<file path="src/rtl/sbr_pkg.sv">
// Shared types and constants of the spotlight beam rasterizer.
// No dependencies; imported by sbr_beam and spotlight_beam_rasterizer.
package sbr_pkg;

    localparam int COORD_W     = 6;
    localparam int LEVEL_W     = 5;
    localparam int HALF_W      = 5;
    localparam int SPOT_W      = 2;
    localparam int CFG_INDEX_W = 3;
    localparam int CFG_DATA_W  = 6;
    localparam int NUM_BEAMS   = 3;

    localparam logic [COORD_W-1:0] SRC_ROW        = 6'd3;
    localparam logic [COORD_W-1:0] MIN_TARGET_ROW = 6'd4;
    localparam logic [COORD_W-1:0] SRC_X_EVEN     = 6'd8;
    localparam logic [COORD_W-1:0] SRC_X_ODD      = 6'd55;

    localparam logic [LEVEL_W-1:0] BASE_LEVEL = 5'd2;
    localparam logic [LEVEL_W-1:0] LEVEL_MAX  = 5'd31;
    localparam logic [LEVEL_W-1:0] CONE_FLOOR = 5'd4;
    localparam logic [LEVEL_W-1:0] POOL_BONUS = 5'd11;

    localparam logic [3:0] FALLOFF_GAIN = 4'd14;
    localparam logic [4:0] POOL_ASPECT  = 5'd25;
    localparam logic [8:0] ALONG_LIMIT  = 9'd300;
    localparam logic [8:0] CONE_ONE     = 9'd256;

    localparam int RECIP_SHIFT = 20;
    localparam int RECIP_W     = RECIP_SHIFT + 1;
    localparam int ALONG_SHIFT = RECIP_SHIFT - 8;
    localparam int ALONG_W     = 15;
    localparam int DIV_BITS    = 9;
    localparam int DIV_NUMER   = 65536;

    localparam int BEAM_LATENCY  = DIV_BITS + 5;
    localparam int TOTAL_LATENCY = BEAM_LATENCY + 2;

    localparam logic [CFG_INDEX_W-1:0] REG_SPOT_COUNT = 3'd0;
    localparam logic [CFG_INDEX_W-1:0] REG_BEAM_X_A   = 3'd1;
    localparam logic [CFG_INDEX_W-1:0] REG_BEAM_X_B   = 3'd2;
    localparam logic [CFG_INDEX_W-1:0] REG_BEAM_X_C   = 3'd3;
    localparam logic [CFG_INDEX_W-1:0] REG_POOL_Y_A   = 3'd4;
    localparam logic [CFG_INDEX_W-1:0] REG_POOL_Y_B   = 3'd5;
    localparam logic [CFG_INDEX_W-1:0] REG_POOL_Y_C   = 3'd6;
    localparam logic [CFG_INDEX_W-1:0] REG_HALF_WIDTH = 3'd7;

    typedef struct packed {
        logic [COORD_W-1:0] aim_col;
        logic [COORD_W-1:0] aim_row;
        logic [HALF_W-1:0]  half_width;
    } beam_cfg_t;

endpackage

</file>
<file path="src/rtl/sbr_beam.sv">
// Pipelined light level of one beam at one pixel: cone position, reciprocal
// divider, falloff and floor pool. Depends on sbr_pkg.
module sbr_beam (
    input  logic                          clk,
    input  logic [sbr_pkg::COORD_W-1:0]   src_x,
    input  sbr_pkg::beam_cfg_t            cfg,
    input  logic [sbr_pkg::COORD_W-1:0]   px,
    input  logic [sbr_pkg::COORD_W-1:0]   py,
    output logic [sbr_pkg::LEVEL_W-1:0]   level
);
    import sbr_pkg::*;

    logic [COORD_W-1:0] target_row;
    logic [COORD_W-1:0] along_div;
    logic [RECIP_W-1:0] recip_tbl [64];
    logic signed [6:0]  dx;
    logic signed [6:0]  dy;
    logic signed [13:0] dx_sq;
    logic signed [13:0] dy_sq;

    logic [RECIP_W-1:0] recip_b1_reg;
    logic [COORD_W-1:0] rows_b1_reg;
    logic               ge3_b1_reg;
    logic [COORD_W-1:0] px_b1_reg;
    logic [12:0]        dxsq_b1_reg;
    logic [11:0]        dysq_b1_reg;
    logic [9:0]         hsq_b1_reg;

    logic [26:0]        along_prod;
    logic [ALONG_W-1:0] along_b2_reg;
    logic               ge3_b2_reg;
    logic [COORD_W-1:0] px_b2_reg;
    logic [16:0]        pa_b2_reg;
    logic [21:0]        pb_b2_reg;
    logic [14:0]        pc_b2_reg;

    logic [8:0]         along9;
    logic signed [6:0]  slope;
    logic signed [16:0] cone_off;
    logic signed [17:0] cx_b3_reg;
    logic [13:0]        hw_b3_reg;
    logic               ok_b3_reg;
    logic               pool_b3_reg;
    logic [COORD_W-1:0] px_b3_reg;

    logic signed [18:0] offset;
    logic signed [18:0] offset_abs;
    logic [14:0]        offset_mag;

    logic [16:0]        div_rem_reg  [DIV_BITS];
    logic [8:0]         div_quo_reg  [DIV_BITS];
    logic [13:0]        div_hw_reg   [DIV_BITS];
    logic [14:0]        div_d_reg    [DIV_BITS];
    logic               div_ok_reg   [DIV_BITS];
    logic               div_pool_reg [DIV_BITS];

    logic [23:0]        cross_prod;
    logic               near_b13_reg;
    logic [7:0]         cross_b13_reg;
    logic               ok_b13_reg;
    logic               pool_b13_reg;

    logic [12:0]        fall_prod;
    logic [LEVEL_W-1:0] level_next;
    logic [LEVEL_W-1:0] level_reg;

    for (genvar gi = 0; gi < 64; gi++) begin : g_recip
        localparam int unsigned RECIP =
            ((1 << RECIP_SHIFT) + gi - 1) / ((gi == 0) ? 1 : gi);
        assign recip_tbl[gi] = RECIP_W'(RECIP);
    end

    assign target_row = (cfg.aim_row < MIN_TARGET_ROW) ? MIN_TARGET_ROW : cfg.aim_row;
    assign along_div  = target_row - SRC_ROW;
    assign dx         = $signed({1'b0, px}) - $signed({1'b0, cfg.aim_col});
    assign dy         = $signed({1'b0, py}) - $signed({1'b0, target_row});
    assign dx_sq      = 14'(dx) * 14'(dx);
    assign dy_sq      = 14'(dy) * 14'(dy);

    always_ff @(posedge clk)
    begin
        recip_b1_reg <= recip_tbl[along_div];
        rows_b1_reg  <= py - SRC_ROW;
        ge3_b1_reg   <= (py >= SRC_ROW);
        px_b1_reg    <= px;
        dxsq_b1_reg  <= 13'(dx_sq);
        dysq_b1_reg  <= 12'(dy_sq);
        hsq_b1_reg   <= 10'(cfg.half_width) * 10'(cfg.half_width);
    end

    assign along_prod = 27'(rows_b1_reg) * 27'(recip_b1_reg);

    always_ff @(posedge clk)
    begin
        along_b2_reg <= along_prod[ALONG_SHIFT +: ALONG_W];
        ge3_b2_reg   <= ge3_b1_reg;
        px_b2_reg    <= px_b1_reg;
        pa_b2_reg    <= 17'(dxsq_b1_reg) * 17'(POOL_ASPECT);
        pb_b2_reg    <= 22'(dysq_b1_reg) * 22'(hsq_b1_reg);
        pc_b2_reg    <= 15'(hsq_b1_reg) * 15'(POOL_ASPECT);
    end

    assign along9   = along_b2_reg[8:0];
    assign slope    = $signed({1'b0, cfg.aim_col}) - $signed({1'b0, src_x});
    assign cone_off = 17'(slope) * 17'($signed({1'b0, along9}));

    always_ff @(posedge clk)
    begin
        cx_b3_reg   <= $signed({4'b0, src_x, 8'b0}) + 18'(cone_off);
        hw_b3_reg   <= 14'(CONE_ONE) + 14'(cfg.half_width) * 14'(along9);
        ok_b3_reg   <= ge3_b2_reg && (along_b2_reg <= ALONG_W'(ALONG_LIMIT));
        pool_b3_reg <= (23'(pa_b2_reg) + 23'(pb_b2_reg)) < 23'(pc_b2_reg);
        px_b3_reg   <= px_b2_reg;
    end

    assign offset     = $signed({5'b0, px_b3_reg, 8'b0}) - 19'(cx_b3_reg);
    assign offset_abs = (offset < 0) ? -offset : offset;
    assign offset_mag = offset_abs[14:0];

    // Restoring division of 65536 by the cone width, one quotient bit per stage.
    for (genvar gj = 0; gj < DIV_BITS; gj++) begin : g_div
        localparam int BIT = DIV_BITS - 1 - gj;
        logic [16:0] rem_in;
        logic [8:0]  quo_in;
        logic [13:0] hw_in;
        logic [14:0] d_in;
        logic        ok_in;
        logic        pool_in;
        logic [22:0] trial;
        logic        take;

        if (gj == 0) begin : g_first
            assign rem_in  = 17'(DIV_NUMER);
            assign quo_in  = '0;
            assign hw_in   = hw_b3_reg;
            assign d_in    = offset_mag;
            assign ok_in   = ok_b3_reg;
            assign pool_in = pool_b3_reg;
        end else begin : g_next
            assign rem_in  = div_rem_reg[gj-1];
            assign quo_in  = div_quo_reg[gj-1];
            assign hw_in   = div_hw_reg[gj-1];
            assign d_in    = div_d_reg[gj-1];
            assign ok_in   = div_ok_reg[gj-1];
            assign pool_in = div_pool_reg[gj-1];
        end

        assign trial = 23'(hw_in) << BIT;
        assign take  = 23'(rem_in) >= trial;

        always_ff @(posedge clk)
        begin
            div_rem_reg[gj]  <= take ? 17'(23'(rem_in) - trial) : rem_in;
            div_quo_reg[gj]  <= quo_in | (9'(take) << BIT);
            div_hw_reg[gj]   <= hw_in;
            div_d_reg[gj]    <= d_in;
            div_ok_reg[gj]   <= ok_in;
            div_pool_reg[gj] <= pool_in;
        end
    end

    assign cross_prod = 24'(div_d_reg[DIV_BITS-1]) * 24'(div_quo_reg[DIV_BITS-1]);

    always_ff @(posedge clk)
    begin
        near_b13_reg  <= (cross_prod[23:16] == 8'd0);
        cross_b13_reg <= cross_prod[15:8];
        ok_b13_reg    <= div_ok_reg[DIV_BITS-1];
        pool_b13_reg  <= div_pool_reg[DIV_BITS-1];
    end

    assign fall_prod = 13'(CONE_ONE - 9'(cross_b13_reg)) * 13'(FALLOFF_GAIN);

    always_comb
    begin
        level_next = '0;
        if (ok_b13_reg && near_b13_reg)
        begin
            level_next = CONE_FLOOR + fall_prod[12:8]
                       + (pool_b13_reg ? POOL_BONUS : 5'd0);
        end
    end

    always_ff @(posedge clk)
    begin
        level_reg <= level_next;
    end

    assign level = level_reg;

endmodule

</file>
<file path="config.mk">
export PLATFORM = sky130hd
export DESIGN_NAME = sbr_beam
export DESIGN_NICKNAME = d
export VERILOG_FILES = /design/src/rtl/sbr_pkg.sv /design/src/rtl/sbr_beam.sv
export SDC_FILE = /design/constraint.sdc
export NUM_CORES = 2
export LEC_CHECK = 0
export ABC_AREA = 1
export BUFFER_PORTS_ARGS = -buffer_cell sky130_fd_sc_hd__buf_2
export CAP_MARGIN = 10
export CORE_ASPECT_RATIO = 0.8
export CORE_UTILIZATION = 65
export CTS_CLUSTER_SIZE = 30
export DETAILED_ROUTE_END_ITERATION = 8
export HOLD_SLACK_MARGIN = 0.03
export MAX_ROUTING_LAYER = met4
export PLACE_DENSITY = 0.82
export SETUP_SLACK_MARGIN = 0.4
export SLEW_MARGIN = 20
export SYNTH_ARGS = -nofsm -noshare
export SYNTH_HDL_FRONTEND = slang
export SYNTH_SLANG_ARGS = --single-unit
</file>
<file path="constraint.sdc">
create_clock -name clk -period 6 [get_ports clk]
set_input_delay 0.3 -clock clk [delete_from_list [all_inputs] [get_ports clk]]
set_output_delay 0.3 -clock clk [all_outputs]
set_load 0.03 [all_outputs]
</file>
Word-level counts from Yosys, hierarchy flattened --
Memories as Yosys holds them, arrays and structs flattened. A register that Yosys moved wholly into a read port is not among the register bits. Index checks and enable logic that the tools add are counted.
Word-level totals: register bits after elaboration 178, RAM bits 513, bits in read-only memories 1344, bits of input ports 36, output and inout port bits 5, word-level logic and storage cells 98, memories kept 7
Operators by class: add/sub/neg operators 22, $mul 11, order comparisons 14, mux-type cells 12, bitwise operators 9, reduce and logical (&&, ||, !) cells 3
Memories:
- (no name shown) | words 64, bits a word 21, read ports 1, clocked after Yosys merged registers in 1, wr ports 0, line sbr_beam.sv:82 | recip_b1_reg <= recip_tbl[along_div];
- div_rem_reg | words 9, bits a word 17, read ports 8, clocked after Yosys merged registers in 0, wr ports 9, line sbr_beam.sv:50 | logic [16:0] div_rem_reg [DIV_BITS];
- div_d_reg | words 9, bits a word 15, read ports 9, clocked after Yosys merged registers in 0, wr ports 9, line sbr_beam.sv:53 | logic [14:0] div_d_reg [DIV_BITS];
- div_hw_reg | words 9, bits a word 14, read ports 8, clocked after Yosys merged registers in 0, wr ports 9, line sbr_beam.sv:52 | logic [13:0] div_hw_reg [DIV_BITS];
- div_quo_reg | words 9, bits a word 9, read ports 9, clocked after Yosys merged registers in 0, wr ports 9, line sbr_beam.sv:51 | logic [8:0] div_quo_reg [DIV_BITS];
- div_ok_reg | words 9, bits a word 1, read ports 9, clocked after Yosys merged registers in 1, wr ports 9, line sbr_beam.sv:54 | logic div_ok_reg [DIV_BITS];
- +1 memories
Operators by type and width (number):
- 17-bit 2-to-1 mux | 9
- 17-bit subtractor | 5
- 6-bit by 21-bit multiplier with 27-bit output | 1
- 15-bit by 9-bit multiplier with 24-bit output | 1
- 17-bit by 22-bit adder with 23-bit output | 1
- 23-bit by 15-bit < comparator with 1-bit output | 1
- 17-bit by 22-bit greater-or-equal comparator with 1-bit output, first input constant | 1
- 12-bit by 10-bit multiplier with 22-bit output | 1
- 17-bit by 21-bit greater-or-equal comparator with 1-bit output | 1
- 6-bit by 6-bit subtractor with 7-bit output | 3
- 17-bit by 20-bit greater-or-equal comparator with 1-bit output | 1
- 17-bit by 19-bit greater-or-equal comparator with 1-bit output | 1
- 19-bit by 1-bit < comparator with 1-bit output, second input constant | 1
- 15-bit by 18-bit subtractor with 19-bit output | 1
- 15-bit by 17-bit adder with 18-bit output | 1
- 17-bit by 18-bit greater-or-equal comparator with 1-bit output | 1
- 17-bit by 14-bit greater-or-equal comparator with 1-bit output | 1
- 17-bit by 15-bit greater-or-equal comparator with 1-bit output | 1
- 17-bit by 16-bit greater-or-equal comparator with 1-bit output | 1
- 17-bit greater-or-equal comparator | 1
- 13-bit by 5-bit multiplier with 17-bit output, second input constant | 1
- 7-bit by 10-bit multiplier with 17-bit output | 1
- 17-bit by 14-bit subtractor with 17-bit output | 1
- 17-bit by 15-bit subtractor with 17-bit output | 1
- 31 further kinds | 33

Longest topological paths before layout --
depth after elaboration 4, gate-level depth with buffers 30, mapped depth without buffers 30

Worst setup path before layout --
Ideal clock, no wire load.
kind in2reg, from in cfg[10] in the netlist's numbering, to reg dysq_b1_reg[11], library setup time 124 ps, data arrival time 5406 ps, required time 5876 ps, path slack 470 ps, cell stages on the path 27, path buffers 0, path through inv_1 nand3_2 nand2_4 inv_1 ha_1 inv_1 fa_1 inv_1 o31ai_1 inv_1 o21ai_1 inv_1 nand2_1 fa_1 fa_1 inv_1 fa_1 fa_1 ha_1 nand3_1 nand3_1 a21oi_1 o21bai_1 nand2_1 nand2_1 a21oi_1 xor2_1
Between the ends: longest elaborated chain between the ends 4
Ends and longest elaborated chain:
- from (decl) | line sbr_beam.sv:6 | input sbr_pkg::beam_cfg_t cfg,
- 6-bit by 3-bit < comparator with 1-bit output | line sbr_beam.sv:73 | assign target_row = (cfg.aim_row < MIN_TARGET_ROW) ? MIN_TARGET_ROW : cfg.aim_row;
- 6-bit 2-to-1 mux | line sbr_beam.sv:73
- via target_row[0] | line sbr_beam.sv:13 | logic [COORD_W-1:0] target_row;
- 6-bit by 6-bit subtractor with 7-bit output | line sbr_beam.sv:76 | assign dy = $signed({1'b0, py}) - $signed({1'b0, target_row});
- 7-bit by 7-bit multiplier with 12-bit output | line sbr_beam.sv:78 | assign dy_sq = 14'(dy) * 14'(dy);
- via dy_sq[11] | line sbr_beam.sv:19 | logic signed [13:0] dy_sq;
- to (signal assigned) | line sbr_beam.sv:87 | dysq_b1_reg <= 12'(dy_sq);
- to (decl) | line sbr_beam.sv:26 | logic [11:0] dysq_b1_reg;
The timed path passes the listed nets, and every way through them passes these cells. A chain may end at the register's enable or synchronous reset.

Final worst setup path --
from in px[0] in the netlist's numbering, to reg dxsq_b1_reg[11]
Between the ends: longest elaborated chain between the ends 2
Ends and longest elaborated chain:
- from (decl) | line sbr_beam.sv:7 | input logic [sbr_pkg::COORD_W-1:0] px,
- 6-bit by 6-bit subtractor with 7-bit output | line sbr_beam.sv:75 | assign dx = $signed({1'b0, px}) - $signed({1'b0, cfg.aim_col});
- 7-bit by 7-bit multiplier with 13-bit output | line sbr_beam.sv:77 | assign dx_sq = 14'(dx) * 14'(dx);
- via dx_sq[11] | line sbr_beam.sv:18 | logic signed [13:0] dx_sq;
- to (signal assigned) | line sbr_beam.sv:86 | dxsq_b1_reg <= 13'(dx_sq);
- to (decl) | line sbr_beam.sv:25 | logic [12:0] dxsq_b1_reg;
The timed path passes the listed nets, and every way through them passes these cells.

==> run summary <==
- slowest stage delay, CP: 0.54 ns
- register bit total from synthesis: 605
- portion of synthesized cell area occupied by the leading cell type: 0.278
- post-DR wirelength/cell: 14.9 um
- total placed cells including tap cells: 6150
- Worst Hold Path EP: hsq_b1_reg[2]
- syn avg cell area: 8.17 sq um
- IO Port Bufs: 40
- Max Buffers Root-to-Sink: 3
- via total after detailed routing: 33600
- r2r endpoint: pb_b2_reg[19]
- row cnt: 84
- ys flop type: dfxtp_1
- TritonCTS clock tree: built
- unrepaired setup endpoints after global routing: no
- Setup TNS: 0 ns
- IO Count: 41
- fraction of final layout cells sized beyond drive strength 1: 0.0405
- biggest area contributors in the synthesized netlist: dfxtp_1 (28%), fa_1 (18%), ha_1 (15%)
- category of the worst setup path launch point: primary input
- Finish-stage setup viols: 0
- number of endpoints with negative hold slack in the final report: 0
- slowest CP cell: dlygate4sd3_1
- Post-synth ARST share: 0
- routed wire length: 93400 um
- number of standard cells after synthesis: 5332
- most common library cell in the layout ignoring fill and taps: inv_1
- number of optimization iterations in the first detailed-route pass: 6
- Worst Hold Depth: 3
- data required time at the worst endpoint: 6.57 ns
- DR vias/cell: 5.35
- die width: 291 um
- post-synthesis cell type count: 60
- max-capacitance violation count: 0
- cell area after technology mapping: 43600 sq um
- top cell type by total area after synthesis: dfxtp_1
- drt initial violations: 2427
- die outline area: 68100 sq um
- final clock skew: 0.0656 ns
- start point of the worst min-delay path: cfg[1]
- Crit path top cell by count: inv_1
- Pins Over Slew Limit: 0
- floorplan die height: 234 um
- Critical R2R Launch: hsq_b1_reg[6]
- multi-input combinational cell area: 26800 sq um
- Seq. cell area: 12100 sq um
- final standard cell utilization of the core: 0.711
- total global routing track utilization: 0.289
- # clock sinks: 605
- via count of the first global-routing pass: 33700
- clock input transition at the sequential cells of the worst setup and hold paths: 0.06 ns
- Root Driver: clkbuf_16
- H-tree Lvls: 2
- path type of the worst setup path: primary input to flop
- endpoint class of the critical path: flop
- area overhead of the layout relative to synthesis: 7.74%
- final period demand of the worst path: 5.39 ns
- # DRC: 0
- number of antenna violations at the first check in global routing: 2
- Worst Hold Class: primary input to flop
- Period Utilization, post-route: 0.899
- placeable core area: 66000 sq um
- final net count: 6295
- number of inserted filler cells in the final layout: 4966
- transition at the pin with the smallest max-transition slack: 0.893 ns
- run status: completed
- global-route wire length before repair: 159000 um
- most frequent cells in the layout: inv_1 (1123), nand2_1 (1080), dfxtp_1 (605), ha_1 (504), fa_1 (384)
- global placement routability congestion: 0.961
- maximum number of pins on one net before global-route repair: 47
- post-detailed-placement half-perimeter wirelength: 72400 um
- path depth of the worst reg2reg path: 18
- number of flip-flops in the largest register: 135
- Synthesis Warnings: 0
- Num CTS Buffers: 59
- flop2flop setup slack: 0.80 ns
- signal arrival time at the worst endpoint: 5.96 ns
- relative max-transition margin: 0.404
- maximum fanout count along the critical path: 7
- maximum achievable frequency: 185 MHz
- Clk Latency, worst-skew pair: 0.66 ns
- final instance count without filler cells: 6276
- Post-DRT Antenna Nets: 0
- total gr overflow: 0
- Initial Utilization: 0.660
- number of enable-type register cells in the synthesized netlist: 0
- minimum hold slack: 0.0841 ns
- sequential fraction of the synthesis area: 0.278
## layer usage
layer	up-vias	global-route usage	wire [um]
met5	-	-	0
met4	0	0.0893	2570
met3	199	0.0356	5370
met2	1012	0.481	44200
met1	15800	0.369	41300
li1	16500	-	-
## cells by family after synthesis
group,after synthesis,synth area share
fa+ha+maj,892,0.323
buf+inv,1240,0.109
flops,605,0.278
other cells,2,0.000172
simple gates,1732,0.163
compound gates,622,0.0795
xor+xnor,239,0.0484
## cell usage after synthesis (all sizes together) (29+ instances only)
cell and number:
a21oi 296, buf 29, clkbuf 79, dfxtp 605, fa 386, ha 506
inv 1129, nand2 1088, nand3 160, nand4 43, nor2 347, nor3 42
o21ai 208, xnor2 93, xor2 146
## worst max-delay path: cells and delay by family
family	cells	cell delay, ns
XOR/XNOR	1	0.18
AO/OA/AOI/OAI	5	0.84
AND/OR/NAND/NOR	5	0.57
adder cells (fa/ha/maj)	7	2.80
buffers and inverters	8	1.27
## per-stage QoR
| step | cell area [sq um] | setup slack [ns] |
|---|---|---|
| finish | 46900 | 0.609 |
| floorplan | 43600 | 0.470 |
| CTS | 46900 | 0.478 |
| global route | 46900 | 0.353 |
| global placement | 44500 | 0.365 |
| detailed placement | 44500 | 0.204 |
## area by class of cell
class	instances	share of cell area
sequential	605	0.258
clock buffer	74	0.0341
inverter	1132	0.0905
timing repair buffer	75	0.0107
multi-input combinational	3494	0.572
clock inverter	34	0.0121
tap	860	0.0229
antenna	2	0.000107
## worst max-delay path by stage
stage	to	slack (ns)	start
after floorplan	dysq_b1_reg[11]	0.47	cfg[10]
after global placement	dysq_b1_reg[11]	0.36	cfg[9]
after detailed placement	dysq_b1_reg[11]	0.20	cfg[9]
after CTS	dxsq_b1_reg[11]	0.48	px[0]
after global routing	dxsq_b1_reg[10]	0.35	px[0]
final	dxsq_b1_reg[11]	0.61	px[0]
## what timing repair did
item	4_1_cts	5_1_grt
endpoints found under the setup margin	0	4
hold endpoints to repair	15	0
resized for setup	0	15
setup buffers	0	1
hold buffers	15	0
Power is left out: the tool's default activity adds up to more than one toggle a clock period on the data nets, which glitch-free logic cannot reach.
